**src/srl_pkg.sv**
```systemverilog
// Shared types and constants for the stereo linear resampler.
// Used by the channel interfaces, the controller, the datapath and the top level.
package srl_pkg;

   // Default fraction width of the phase and the step
   localparam int FRAC_BITS_DEF = 16;
   // Default cap on results per input word
   localparam int MAX_RUN_DEF   = 8;

   // Fixed sample width of both channels
   localparam int SAMPLE_W = 16;

   // Register port geometry
   localparam int CSR_ADDR_W = 3;
   localparam int CSR_DATA_W = 32;

   // Register indexes
   localparam logic REG_PHASE_STEP = 1'b0;

   typedef logic signed [SAMPLE_W-1:0] sample_type;

   // Commands from the controller to the datapath
   typedef struct packed {
      logic load;     // take the input word, apply restart
      logic mul;      // form both products, decide run_last
      logic add;      // form both results, advance the phase
      logic commit;   // retire the word: update phase and history
   } cmd_type;

   // Status from the datapath to the controller
   typedef struct packed {
      logic run_more; // phase below one and run cap not reached
   } status_type;

endpackage

```
**src/srl_req_if.sv**
```systemverilog
// Input channel of the stereo linear resampler: one stereo frame per word.
// Depends on srl_pkg for the sample type.
interface srl_req_if;
   logic                valid;
   logic                ready;
   srl_pkg::sample_type left_sample;
   srl_pkg::sample_type right_sample;
   logic                restart;

   modport source (output valid, output left_sample, output right_sample,
                   output restart, input ready);
   modport sink   (input valid, input left_sample, input right_sample,
                   input restart, output ready);
endinterface

```
**src/srl_rsp_if.sv**
```systemverilog
// Result channel of the stereo linear resampler: one interpolated frame per word.
// Depends on srl_pkg for the sample type.
interface srl_rsp_if;
   logic                valid;
   logic                ready;
   srl_pkg::sample_type left_out;
   srl_pkg::sample_type right_out;
   logic                run_last;

   modport source (output valid, output left_out, output right_out,
                   output run_last, input ready);
   modport sink   (input valid, input left_out, input right_out,
                   input run_last, output ready);
endinterface

```
**src/stereo_linear_resampler.sv**
```systemverilog
// Stereo linear resampler: each input word (one stereo frame) yields zero to MAX_RUN
// interpolated frames prev + floor(phase * (cur - prev)), with the phase advancing by the
// phase_step register (input rate over output rate, unsigned Q2.FRAC_BITS, reset to one).
// One word is worked at a time: it is accepted in IDLE, then each result passes through a
// phase test, product, sum and hand-off, the hand-off holding while rsp waits on ready, and
// a final phase test retires the word. A single pair of sample multipliers is shared in
// turn by the results of a word.
// Write phase_step at byte address 0 only while no word is in flight.
module stereo_linear_resampler #(
   parameter int FRAC_BITS = srl_pkg::FRAC_BITS_DEF,
   parameter int MAX_RUN   = srl_pkg::MAX_RUN_DEF
) (
   input  logic                            clock,
   input  logic                            reset,
   srl_req_if.sink                         req,
   srl_rsp_if.source                       rsp,
   input  logic                            csr_psel,
   input  logic                            csr_penable,
   input  logic                            csr_pwrite,
   input  logic [srl_pkg::CSR_ADDR_W-1:0]  csr_paddr,
   input  logic [srl_pkg::CSR_DATA_W-1:0]  csr_pwdata,
   output logic [srl_pkg::CSR_DATA_W-1:0]  csr_prdata,
   output logic                            csr_pready
);

   localparam int AW = FRAC_BITS + 2;

   logic [AW-1:0]       phase_step_ff;
   logic                csr_sel_step;
   srl_pkg::cmd_type    cmd;
   srl_pkg::status_type status;

   // Register decode
   assign csr_pready   = 1'b1;
   assign csr_sel_step = (csr_paddr[2] == srl_pkg::REG_PHASE_STEP);
   assign csr_prdata   = csr_sel_step ? srl_pkg::CSR_DATA_W'(phase_step_ff) : '0;

   // Hold the step, take writes on the access cycle
   always_ff @(posedge clock) begin
      if (reset) begin
         phase_step_ff <= AW'(1) << FRAC_BITS;
      end else if (csr_psel && csr_penable && csr_pwrite && csr_pready && csr_sel_step) begin
         phase_step_ff <= csr_pwdata[AW-1:0];
      end
   end

   srl_ctrl u_ctrl (
      .clock     (clock),
      .reset     (reset),
      .req_valid (req.valid),
      .req_ready (req.ready),
      .rsp_valid (rsp.valid),
      .rsp_ready (rsp.ready),
      .status    (status),
      .cmd       (cmd)
   );

   srl_dp #(
      .FRAC_BITS (FRAC_BITS),
      .MAX_RUN   (MAX_RUN)
   ) u_dp (
      .clock        (clock),
      .reset        (reset),
      .cmd          (cmd),
      .status       (status),
      .phase_step   (phase_step_ff),
      .left_sample  (req.left_sample),
      .right_sample (req.right_sample),
      .restart      (req.restart),
      .left_out     (rsp.left_out),
      .right_out    (rsp.right_out),
      .run_last     (rsp.run_last)
   );

`ifndef SYNTH
   // Never take a new word while a result is still offered
   assert property (@(posedge clock) disable iff (reset) !(req.ready && rsp.valid))
      else $error("input taken while a result is pending");

   // Close the input right after a word is taken
   assert property (@(posedge clock) disable iff (reset)
      (req.valid && req.ready) |=> !req.ready)
      else $error("input still open after a word was taken");

   // Offer nothing in the cycle after the final result of a run
   assert property (@(posedge clock) disable iff (reset)
      (rsp.valid && rsp.ready && rsp.run_last) |=> !rsp.valid)
      else $error("result offered after the final one of a run");
`endif

endmodule

```
**src/srl_ctrl.sv**
```systemverilog
// Sequencer of the stereo linear resampler: walks one input word through its results.
// Depends on srl_pkg for the command and status structs.
module srl_ctrl (
   input  logic                 clock,
   input  logic                 reset,
   input  logic                 req_valid,
   output logic                 req_ready,
   output logic                 rsp_valid,
   input  logic                 rsp_ready,
   input  srl_pkg::status_type  status,
   output srl_pkg::cmd_type     cmd
);

   typedef enum logic [2:0] {
      IDLE,
      CHECK,
      MUL,
      ADD,
      SEND
   } state_type;

   state_type state_ff, state_in;

   // Next state
   always_comb begin
      state_in = state_ff;
      case (state_ff)
         IDLE:  if (req_valid) state_in = CHECK;
         CHECK: state_in = status.run_more ? MUL : IDLE;
         MUL:   state_in = ADD;
         ADD:   state_in = SEND;
         SEND:  if (rsp_ready) state_in = CHECK;
         default: state_in = IDLE;
      endcase
   end

   // Hold state
   always_ff @(posedge clock) begin
      if (reset) begin
         state_ff <= IDLE;
      end else begin
         state_ff <= state_in;
      end
   end

   assign req_ready = (state_ff == IDLE);
   assign rsp_valid = (state_ff == SEND);

   // Issue datapath commands
   always_comb begin
      cmd        = '0;
      cmd.load   = (state_ff == IDLE) && req_valid;
      cmd.mul    = (state_ff == MUL);
      cmd.add    = (state_ff == ADD);
      cmd.commit = (state_ff == CHECK) && !status.run_more;
   end

endmodule

```
**src/srl_dp.sv**
```systemverilog
// Datapath of the stereo linear resampler: phase, history, products and result registers.
// Depends on srl_pkg for the sample type and the command and status structs.
module srl_dp #(
   parameter int FRAC_BITS = srl_pkg::FRAC_BITS_DEF,
   parameter int MAX_RUN   = srl_pkg::MAX_RUN_DEF
) (
   input  logic                  clock,
   input  logic                  reset,
   input  srl_pkg::cmd_type      cmd,
   output srl_pkg::status_type   status,
   input  logic [FRAC_BITS+1:0]  phase_step,
   input  srl_pkg::sample_type   left_sample,
   input  srl_pkg::sample_type   right_sample,
   input  logic                  restart,
   output srl_pkg::sample_type   left_out,
   output srl_pkg::sample_type   right_out,
   output logic                  run_last
);

   localparam int SW    = srl_pkg::SAMPLE_W;
   localparam int AW    = FRAC_BITS + 2;           // stored phase
   localparam int PW    = FRAC_BITS + 3;           // running phase, holds phase + step
   localparam int DW    = SW + 1;                  // sample difference
   localparam int MW    = DW + FRAC_BITS + 1;      // signed product
   localparam int CW    = $clog2(MAX_RUN + 1);
   localparam logic [PW-1:0] PH_ONE  = PW'(1) << FRAC_BITS;
   localparam logic [CW-1:0] RUN_CAP = CW'(MAX_RUN);

   logic [AW-1:0]      phase_acc_ff;
   logic [PW-1:0]      ph_ff;
   logic [CW-1:0]      cnt_ff;
   logic signed [SW-1:0] hist_l_ff, hist_r_ff;
   logic signed [SW-1:0] cur_l_ff, cur_r_ff;
   logic signed [MW-1:0] prod_l_ff, prod_r_ff;
   logic signed [SW-1:0] out_l_ff, out_r_ff;
   logic               last_ff;

   logic signed [DW-1:0] diff_l, diff_r;
   logic signed [MW-1:0] frac_ext, prod_l_in, prod_r_in;
   logic signed [DW-1:0] quot_l, quot_r;
   logic signed [DW-1:0] sum_l, sum_r;
   logic [PW-1:0]      ph_sum;
   logic [CW-1:0]      cnt_nx;
   logic               last_in;
   logic [AW-1:0]      phase_acc_in;

   // Differences and products of both channels
   assign diff_l    = {cur_l_ff[SW-1], cur_l_ff} - {hist_l_ff[SW-1], hist_l_ff};
   assign diff_r    = {cur_r_ff[SW-1], cur_r_ff} - {hist_r_ff[SW-1], hist_r_ff};
   assign frac_ext  = $signed({{(MW-FRAC_BITS){1'b0}}, ph_ff[FRAC_BITS-1:0]});
   assign prod_l_in = $signed({{(MW-DW){diff_l[DW-1]}}, diff_l}) * frac_ext;
   assign prod_r_in = $signed({{(MW-DW){diff_r[DW-1]}}, diff_r}) * frac_ext;

   // Floor of product over one, then offset by the history sample
   assign quot_l = prod_l_ff[FRAC_BITS+DW-1:FRAC_BITS];
   assign quot_r = prod_r_ff[FRAC_BITS+DW-1:FRAC_BITS];
   assign sum_l  = {hist_l_ff[SW-1], hist_l_ff} + quot_l;
   assign sum_r  = {hist_r_ff[SW-1], hist_r_ff} + quot_r;

   // Look one step ahead to mark the final result of the run
   assign ph_sum  = ph_ff + {1'b0, phase_step};
   assign cnt_nx  = cnt_ff + CW'(1);
   assign last_in = !((ph_sum < PH_ONE) && (cnt_nx < RUN_CAP));

   // Drop one from the phase, or clear it when the run cap cut the loop
   assign phase_acc_in = (ph_ff >= PH_ONE) ? AW'(ph_ff - PH_ONE) : '0;

   assign status.run_more = (ph_ff < PH_ONE) && (cnt_ff < RUN_CAP);

   // Stored state: phase and previous frame
   always_ff @(posedge clock) begin
      if (reset) begin
         phase_acc_ff <= '0;
         hist_l_ff    <= '0;
         hist_r_ff    <= '0;
      end else if (cmd.load && restart) begin
         phase_acc_ff <= '0;
         hist_l_ff    <= '0;
         hist_r_ff    <= '0;
      end else if (cmd.commit) begin
         phase_acc_ff <= phase_acc_in;
         hist_l_ff    <= cur_l_ff;
         hist_r_ff    <= cur_r_ff;
      end
   end

   // Run counter
   always_ff @(posedge clock) begin
      if (reset) begin
         cnt_ff <= '0;
      end else if (cmd.load) begin
         cnt_ff <= '0;
      end else if (cmd.add) begin
         cnt_ff <= cnt_nx;
      end
   end

   // Word payload, running phase, products and results
   always_ff @(posedge clock) begin
      if (cmd.load) begin
         cur_l_ff <= left_sample;
         cur_r_ff <= right_sample;
         ph_ff    <= restart ? '0 : {1'b0, phase_acc_ff};
      end else if (cmd.add) begin
         ph_ff    <= ph_sum;
      end
      if (cmd.mul) begin
         prod_l_ff <= prod_l_in;
         prod_r_ff <= prod_r_in;
         last_ff   <= last_in;
      end
      if (cmd.add) begin
         out_l_ff <= sum_l[SW-1:0];
         out_r_ff <= sum_r[SW-1:0];
      end
   end

   assign left_out  = out_l_ff;
   assign right_out = out_r_ff;
   assign run_last  = last_ff;

endmodule

```
**src/flat_wrapper.sv**
```systemverilog
// flat-port wrapper written by rule: the top's interface ports become plain ports
module stereo_linear_resampler_flat 
#(
   parameter int FRAC_BITS = srl_pkg::FRAC_BITS_DEF,
   parameter int MAX_RUN   = srl_pkg::MAX_RUN_DEF
)
  (clock, reset, csr_psel, csr_penable, csr_pwrite, csr_paddr, csr_pwdata, csr_prdata, csr_pready, req_valid, req_left_sample, req_right_sample, req_restart, req_ready, rsp_valid, rsp_left_out, rsp_right_out, rsp_run_last, rsp_ready);
  srl_req_if req_i ();
  srl_rsp_if rsp_i ();
  input  logic clock;
  input  logic reset;
  input  logic csr_psel;
  input  logic csr_penable;
  input  logic csr_pwrite;
  input  logic [srl_pkg::CSR_ADDR_W-1:0] csr_paddr;
  input  logic [srl_pkg::CSR_DATA_W-1:0] csr_pwdata;
  output logic [srl_pkg::CSR_DATA_W-1:0] csr_prdata;
  output logic csr_pready;
  input wire logic [$bits(req_i.valid)-1:0] req_valid;
  input wire logic [$bits(req_i.left_sample)-1:0] req_left_sample;
  input wire logic [$bits(req_i.right_sample)-1:0] req_right_sample;
  input wire logic [$bits(req_i.restart)-1:0] req_restart;
  output wire logic [$bits(req_i.ready)-1:0] req_ready;
  output wire logic [$bits(rsp_i.valid)-1:0] rsp_valid;
  output wire logic [$bits(rsp_i.left_out)-1:0] rsp_left_out;
  output wire logic [$bits(rsp_i.right_out)-1:0] rsp_right_out;
  output wire logic [$bits(rsp_i.run_last)-1:0] rsp_run_last;
  input wire logic [$bits(rsp_i.ready)-1:0] rsp_ready;
  assign req_i.valid = req_valid;
  assign req_i.left_sample = req_left_sample;
  assign req_i.right_sample = req_right_sample;
  assign req_i.restart = req_restart;
  assign req_ready = req_i.ready;
  assign rsp_valid = rsp_i.valid;
  assign rsp_left_out = rsp_i.left_out;
  assign rsp_right_out = rsp_i.right_out;
  assign rsp_run_last = rsp_i.run_last;
  assign rsp_i.ready = rsp_ready;
  stereo_linear_resampler #(.FRAC_BITS(FRAC_BITS), .MAX_RUN(MAX_RUN)) u_core (.clock(clock), .reset(reset), .req(req_i), .rsp(rsp_i), .csr_psel(csr_psel), .csr_penable(csr_penable), .csr_pwrite(csr_pwrite), .csr_paddr(csr_paddr), .csr_pwdata(csr_pwdata), .csr_prdata(csr_prdata), .csr_pready(csr_pready));
endmodule
```
**config.mk**
```make
export PLATFORM = sky130hd
export DESIGN_NAME = stereo_linear_resampler_flat
export DESIGN_NICKNAME = d
export VERILOG_FILES = /design/src/srl_pkg.sv /design/src/srl_req_if.sv /design/src/srl_rsp_if.sv /design/src/stereo_linear_resampler.sv /design/src/srl_ctrl.sv /design/src/srl_dp.sv /design/src/flat_wrapper.sv
export SDC_FILE = /design/constraint.sdc
export NUM_CORES = 2
export LEC_CHECK = 0
export ABC_AREA = 1
export BUFFER_PORTS_ARGS = -buffer_cell sky130_fd_sc_hd__clkbuf_2
export CAP_MARGIN = 40
export CORE_AREA = 5 5 285 287
export CTS_BUF_LIST = sky130_fd_sc_hd__clkbuf_16
export DETAILED_ROUTE_END_ITERATION = 12
export DIE_AREA = 0 0 290 292
export MAX_ROUTING_LAYER = met4
export PLACE_DENSITY = 0.67
export SLEW_MARGIN = 40
export SYNTH_ARGS = -nofsm -noshare
export SYNTH_HDL_FRONTEND = slang
export SYNTH_HIERARCHICAL = 1
export SYNTH_SLANG_ARGS = --single-unit
```
**constraint.sdc**
```tcl
create_clock -name clock -period 7.3 [get_ports clock]
set_input_delay 0.73 -clock clock [delete_from_list [all_inputs] [get_ports clock]]
set_output_delay 0.73 -clock clock [all_outputs]
set_load 0.01 [all_outputs]
```
# == After elaboration in Yosys (flattened, before gate mapping) ==
# Cells that the tools add are included.
# classes
add_sub_neg,7
multipliers,2
order_cmp,5
n_eq_ne,6
muxes,9
bitwise,1
reduce_logical,15
# op_table
op,count
multiplier 17 x 17 -> 32 bit,2
two-way mux 18 bit,3
"less-than comparator 19 x 17 -> 1 bit, second input constant",2
two-way mux 19 bit,2
subtractor 16 x 16 -> 17 bit,2
adder 16 bit,2
adder 19 x 18 -> 19 bit,1
"greater-or-equal comparator 19 x 17 -> 1 bit, second input constant",1
"subtractor 18 x 17 -> 18 bit, second input constant",1
one-hot mux 3 bit (5 select lines),1
logical AND 1 bit,8
"less-than comparator 4 bit, second input constant",2
"== test 3 x 2 -> 1 bit, second input constant",2
two-way mux 3 bit,2
"adder 4 x 1 -> 4 bit, second input constant",1
OR reduction 2 bit,2
"== test 3 x 1 -> 1 bit, second input constant",1
"== test 3 bit, second input constant",1
zero test 3 bit,1
zero test 1 bit,2
two-way mux 2 bit,1
"inequality test 2 x 1 -> 1 bit, second input constant",1
"inequality test 2 bit, second input constant",1
AND reduction 2 bit,1
other kinds (2),2
# word_totals
ff_bits,223
inputBits,75
out_inout_bits,68
elab_cells,59

# == Longest topological paths before layout ==
# logic_depth
depth_word,4
ltp_mapped,41
mapped_depth_nobuf,39

# == Cells and area by module ==
# The synthesis kept the hierarchy.
# by_module_without_submodules
module,n_inst,cells_each,area_each_um2,seq_area_each_um2
srl_dp,1,3813,30520.5,4564.4
stereo_linear_resampler,1,173,1163.6,360.3
srl_ctrl,1,27,180.2,60.1

# == Worst setup path after synthesis ==
# No wires, ideal clock.
# synth_timing
path_kind,register to register
start,register u_core.u_dp.cur_l_ff[0]
end,register u_core.u_dp.prod_l_ff[30] (data pin)
setup_ns,0.252
t_arrival_ns,6.450
t_required_ns,7.048
path_slack_ns,0.598
stages_incl_launch_ff,35
path_buffers,2
period_less_slack_ns,6.702
cell_sequence,edfxtp_1 > inv_1 > ha_1 > fa_1 > inv_1 > nand2_1 > nand2_1 > nand3_1 > nand2_1 > nand2_1 > nand2_1 > nand2_1 > nand2_1 > buf_2 > nor2_1 > fa_1 > inv_1 > fa_1 > buf_2 > xor2_1 > o21ai_0 > inv_1 > fa_1 > inv_1 > fa_1 > inv_1 > fa_1 > inv_1 > ha_1 > inv_1 > nor3_1 > nand4_1 > or2_2 > nand3_1 > nand2_1
# synth_between
elab_chain_cells,2
# synth_lines
element,line_no,text
from (decl),srl_dp.sv:33,"logic signed [SW-1:0] cur_l_ff, cur_r_ff;"
from (signal assigned),srl_dp.sv:101,cur_l_ff <= left_sample;
subtractor 16 x 16 -> 17 bit,srl_dp.sv:48,"assign diff_l = {cur_l_ff[SW-1], cur_l_ff} - {hist_l_ff[SW-1], hist_l_ff};"
multiplier 17 x 17 -> 32 bit,srl_dp.sv:51,"assign prod_l_in = $signed({{(MW-DW){diff_l[DW-1]}}, diff_l}) * frac_ext;"
via u_core.u_dp.prod_l_in[30],srl_dp.sv:39,"logic signed [MW-1:0] frac_ext, prod_l_in, prod_r_in;"
to (signal assigned),srl_dp.sv:108,prod_l_ff <= prod_l_in;
to (decl),srl_dp.sv:34,"logic signed [MW-1:0] prod_l_ff, prod_r_ff;"
# The timed path passes the listed nets, and every way through them passes these cells.
# A chain may end at the register's enable or synchronous reset.

# == Worst setup path after layout ==
# layout_timing
start,register u_core.u_dp.cur_r_ff[0]
end,register u_core.u_dp.prod_r_ff[25] (data pin)
# layout_between
elab_chain_cells,2
# layout_lines
element,line_no,text
from (decl),srl_dp.sv:33,
from (signal assigned),srl_dp.sv:102,cur_r_ff <= right_sample;
subtractor 16 x 16 -> 17 bit,srl_dp.sv:49,"assign diff_r = {cur_r_ff[SW-1], cur_r_ff} - {hist_r_ff[SW-1], hist_r_ff};"
multiplier 17 x 17 -> 32 bit,srl_dp.sv:52,"assign prod_r_in = $signed({{(MW-DW){diff_r[DW-1]}}, diff_r}) * frac_ext;"
via u_core.u_dp.prod_r_in[25],srl_dp.sv:39,
to (signal assigned),srl_dp.sv:109,prod_r_ff <= prod_r_in;
to (decl),srl_dp.sv:34,
# The timed path passes the listed nets, and every way through them passes these cells.

==> results.toml <==
[routing]
drt_iter0_markers = 1958
dr_total_vias = 26780
viasPerCell = 5.003
dr.pass1.iters = 6
wirelength_mm = 90.70
ant_nets = 0
drc = 0
wl_per_cell_um = 16.94

[clock_tree]
cts_inserted_buffers = 17
cts_max_level = 4
cts_tree = "yes"
cts.reportedPaths.clkPinSlew_ns = 0.07
clockBufferDepth = 2
clock_latency_ns = 0.50
cts_sinks = 191
root_buffer = "clkbuf_16"
ctsHoldBuffers = 0

[final_layout]
n_fill_cell = 7617
drive_gt1_share_pct = 14.29
diodes = 0
multi_input_area_sq_um = 23500
syn_to_final_growth_pct = 14.78
seq_area_sq_um = 4992
reg_top3 = "u_core/u_dp/ph_ff x19, u_core/phase_step_ff x18, u_core/u_dp/phase_acc_ff x18"
layout.nets = 5135
largest_register = "u_core/u_dp/ph_ff"
largest_reg_flops = 19

[sta]
finalHoldViolCount = 0
finalCritPeriodShare_pct = 96.21
finalSetupViolCount = 0
final-max-slew-violation-count = 0
max_slew_margin_pct = 41.37
period_needed_ns = 7.024
tightest_slew_ns = 0.8785
clock.fmax_mhz = 142.4
worst_hold_slack_ns = 0.4060
skew_ns = 0.01756

[floorplanning]
die_x_um = 290
std_cell_rows = 103
die_y_um = 292
num_io_pins = 143
core_sq_um = 78360
start_util_pct = 40.67
die-area_sq_um = 84680

[synthesis]
ys_seq_area_share_pct = 15.64
synthCells = 4013
synth_warnings = 6
synth-edff-count = 116
synth_area_sq_um = 31860
ys_ff_latch = 191
avgSynthCellArea_sq_um = 7.940
ys_types = 56
synth_top_flop_cell = "edfxtp_1"
async_flop_share_pct = 0

[job]
maxCapViolCount = 0

[worst_setup_path]
crit_top_cell = "inv_1"
rrSetupSlack_ns = 0.28
setup.worst_path.class = "flip-flop to flip-flop"
max_stage_delay_ns = 0.55
startpoint = "u_core/u_dp/cur_r_ff[0]$_DFFE_PP_"
cp_slowest_cell = "fa_1"
critPathLaunchType = "flip-flop"
r2r-start = "u_core/u_dp/cur_r_ff[0]$_DFFE_PP_"
r2r_end = "u_core/u_dp/prod_r_ff[25]$_DFFE_PP_"
crit_end = "u_core/u_dp/prod_r_ff[25]$_DFFE_PP_"
arrival_ns = 7.28
required_ns = 7.55
cp-end-kind = "flip-flop"
reg2regPathDepth = 34
path_max_fanout = 7

[global_route]
grt_use_total_pct = 22.03
grt_pass1_vias = 26530
grt_max_degree = 68
grt_pass1_wl_mm = 144.8
gr-total-overflow = 0
antenna_found_initial = 0

[placed_design]
io_buffer_count = 111
gp_congestion = 0.9850
place_hpwl_mm = 75.01

[outcome]
outcome = "complete, no violations"

[hold_path]
hold_path.class = "primary input to flip-flop"
placed cells by master, fill, tap and decap left out, drive strengths merged, types with 8 or more instances in the layout:
cell type	n
o31ai	8
xor2	75
a21o	15
dfxtp	75
nor3	24
a31oi	12
clkbuf	128
xnor2	23
o21ai	110
edfxtp	116
inv	964
nand2	736
clkinv	20
or2	17
nand3	215
nand4	18
a21oi	196
o21bai	17
conb	15
ha	248
nor2	468
fa	522
buf	245
cell type report:
type                    count  area share (%)
multi-input cells        2752           64.26
flip-flops and latches    191           13.65
inverters                 972           10.04
repair buffers            356           6.873
well taps                1050           3.592
clock buffers              17           1.163
clock inverters            15          0.4208
critical path: cells and delay by family (launching register included):
family	cells	cell delay, ns
fa+ha+maj	9	3.85
compound gates	4	0.52
simple gates	6	0.53
buf+inv	13	1.16
flops	1	0.37
xor+xnor	2	0.32
per-layer routing:
layer	GRT usage (%)	vias to the layer above	routed length, um
met5	-	-	0
met4	6.026	0	2599
met3	3.750	151	6501
met2	35.10	894	42310
met1	29.37	13090	39290
li1	-	12650	-
kinds of logic (layout without fill, tap and decap cells):
| family | Yosys count | after routing | synth area share (%) |
|---|---|---|---|
| and+or+nand+nor | 1488 | 1488 | 19.28 |
| buffers and inverters | 1083 | 1360 | 13.14 |
| adders and majority gates | 770 | 770 | 42.53 |
| AOI/OAI and AO/OA | 381 | 381 | 6.640 |
| DFF | 191 | 191 | 15.64 |
| xor gates and xnor gates | 98 | 98 | 2.741 |
| other | 2 | 15 | 0.02357 |
synthesized netlist by cell type (4+ instances only):
master / number / share of area (%)
inv_1: 944 / 11
nand2_1: 725 / 8.5
fa_1: 522 / 33
nor2_1: 456 / 5.4
ha_1: 248 / 9.7
nand3_1: 204 / 3.2
a21oi_1: 193 / 3.0
edfxtp_1: 116 / 11
o21ai_0: 102 / 1.6
clkbuf_1: 75 / 0.88
dfxtp_1: 75 / 4.7
xor2_1: 74 / 2.0
nor3_1: 24 / 0.38
xnor2_1: 22 / 0.60
nand4_1: 17 / 0.33
buf_4: 16 / 0.38
o21bai_1: 16 / 0.38
a21o_1: 15 / 0.35
inv_2: 15 / 0.18
clkinv_1: 13 / 0.15
a31oi_1: 11 / 0.22
buf_2: 11 / 0.17
nand3_2: 11 / 0.35
or2_2: 11 / 0.22
nand2_2: 10 / 0.20
nor2_2: 10 / 0.20
o21ai_1: 8 / 0.13
o31ai_1: 8 / 0.19
a21boi_0: 5 / 0.12
nor4_1: 5 / 0.098
o21a_1: 5 / 0.12
or2_1: 5 / 0.098
buf_6: 4 / 0.14
o211ai_1: 4 / 0.094
worst min-delay path by stage:
stage	end	cells past startpoint	from	slack (ns)
finish	u_core/u_dp/cur_l_ff[14]$_DFFE_PP_	1	req_left_sample[14]	0.41
global route	u_core/u_dp/cur_l_ff[14]$_DFFE_PP_	1	req_left_sample[14]	0.37
CTS	u_core/u_dp/cur_l_ff[14]$_DFFE_PP_	1	req_left_sample[14]	0.36
detailed placement	u_core/u_dp/cnt_ff[2]$_SDFFE_PP0P_	1	u_core/u_dp/cnt_ff[2]$_SDFFE_PP0P_	0.45
global placement	u_core/u_dp/cnt_ff[2]$_SDFFE_PP0P_	1	u_core/u_dp/cnt_ff[2]$_SDFFE_PP0P_	0.44
floorplan	u_core/u_dp/cnt_ff[2]$_SDFFE_PP0P_	1	u_core/u_dp/cnt_ff[2]$_SDFFE_PP0P_	0.42
repair_timing:
action                                  CTS  global route
endpoints found under the setup margin   13            32
buffers inserted                          0            13
gates resized for setup                   3           196
pin swaps                                 0            51
gates cloned                              0             0
metrics by stage:
stage / TNS, ns / cell area, sq um / cells / setup WS (ns) / utilization (%)
after global placement: -0.06777 / 35090 / 5308 / -0.02768 / 44.78
after global routing: -0.1543 / 36570 / 5353 / -0.01939 / 46.68
after floorplan: 0 / 31910 / 4026 / 0.5980 / -
final: 0 / 36570 / 5353 / 0.2764 / 46.68
after CTS: 0 / 35670 / 5340 / 0.01903 / 45.53
after detailed placement: -0.2684 / 35090 / 5308 / -0.04901 / 44.78
Power is left out: the tool's default activity adds up to more than one toggle a clock period on the data nets, which glitch-free logic cannot reach.
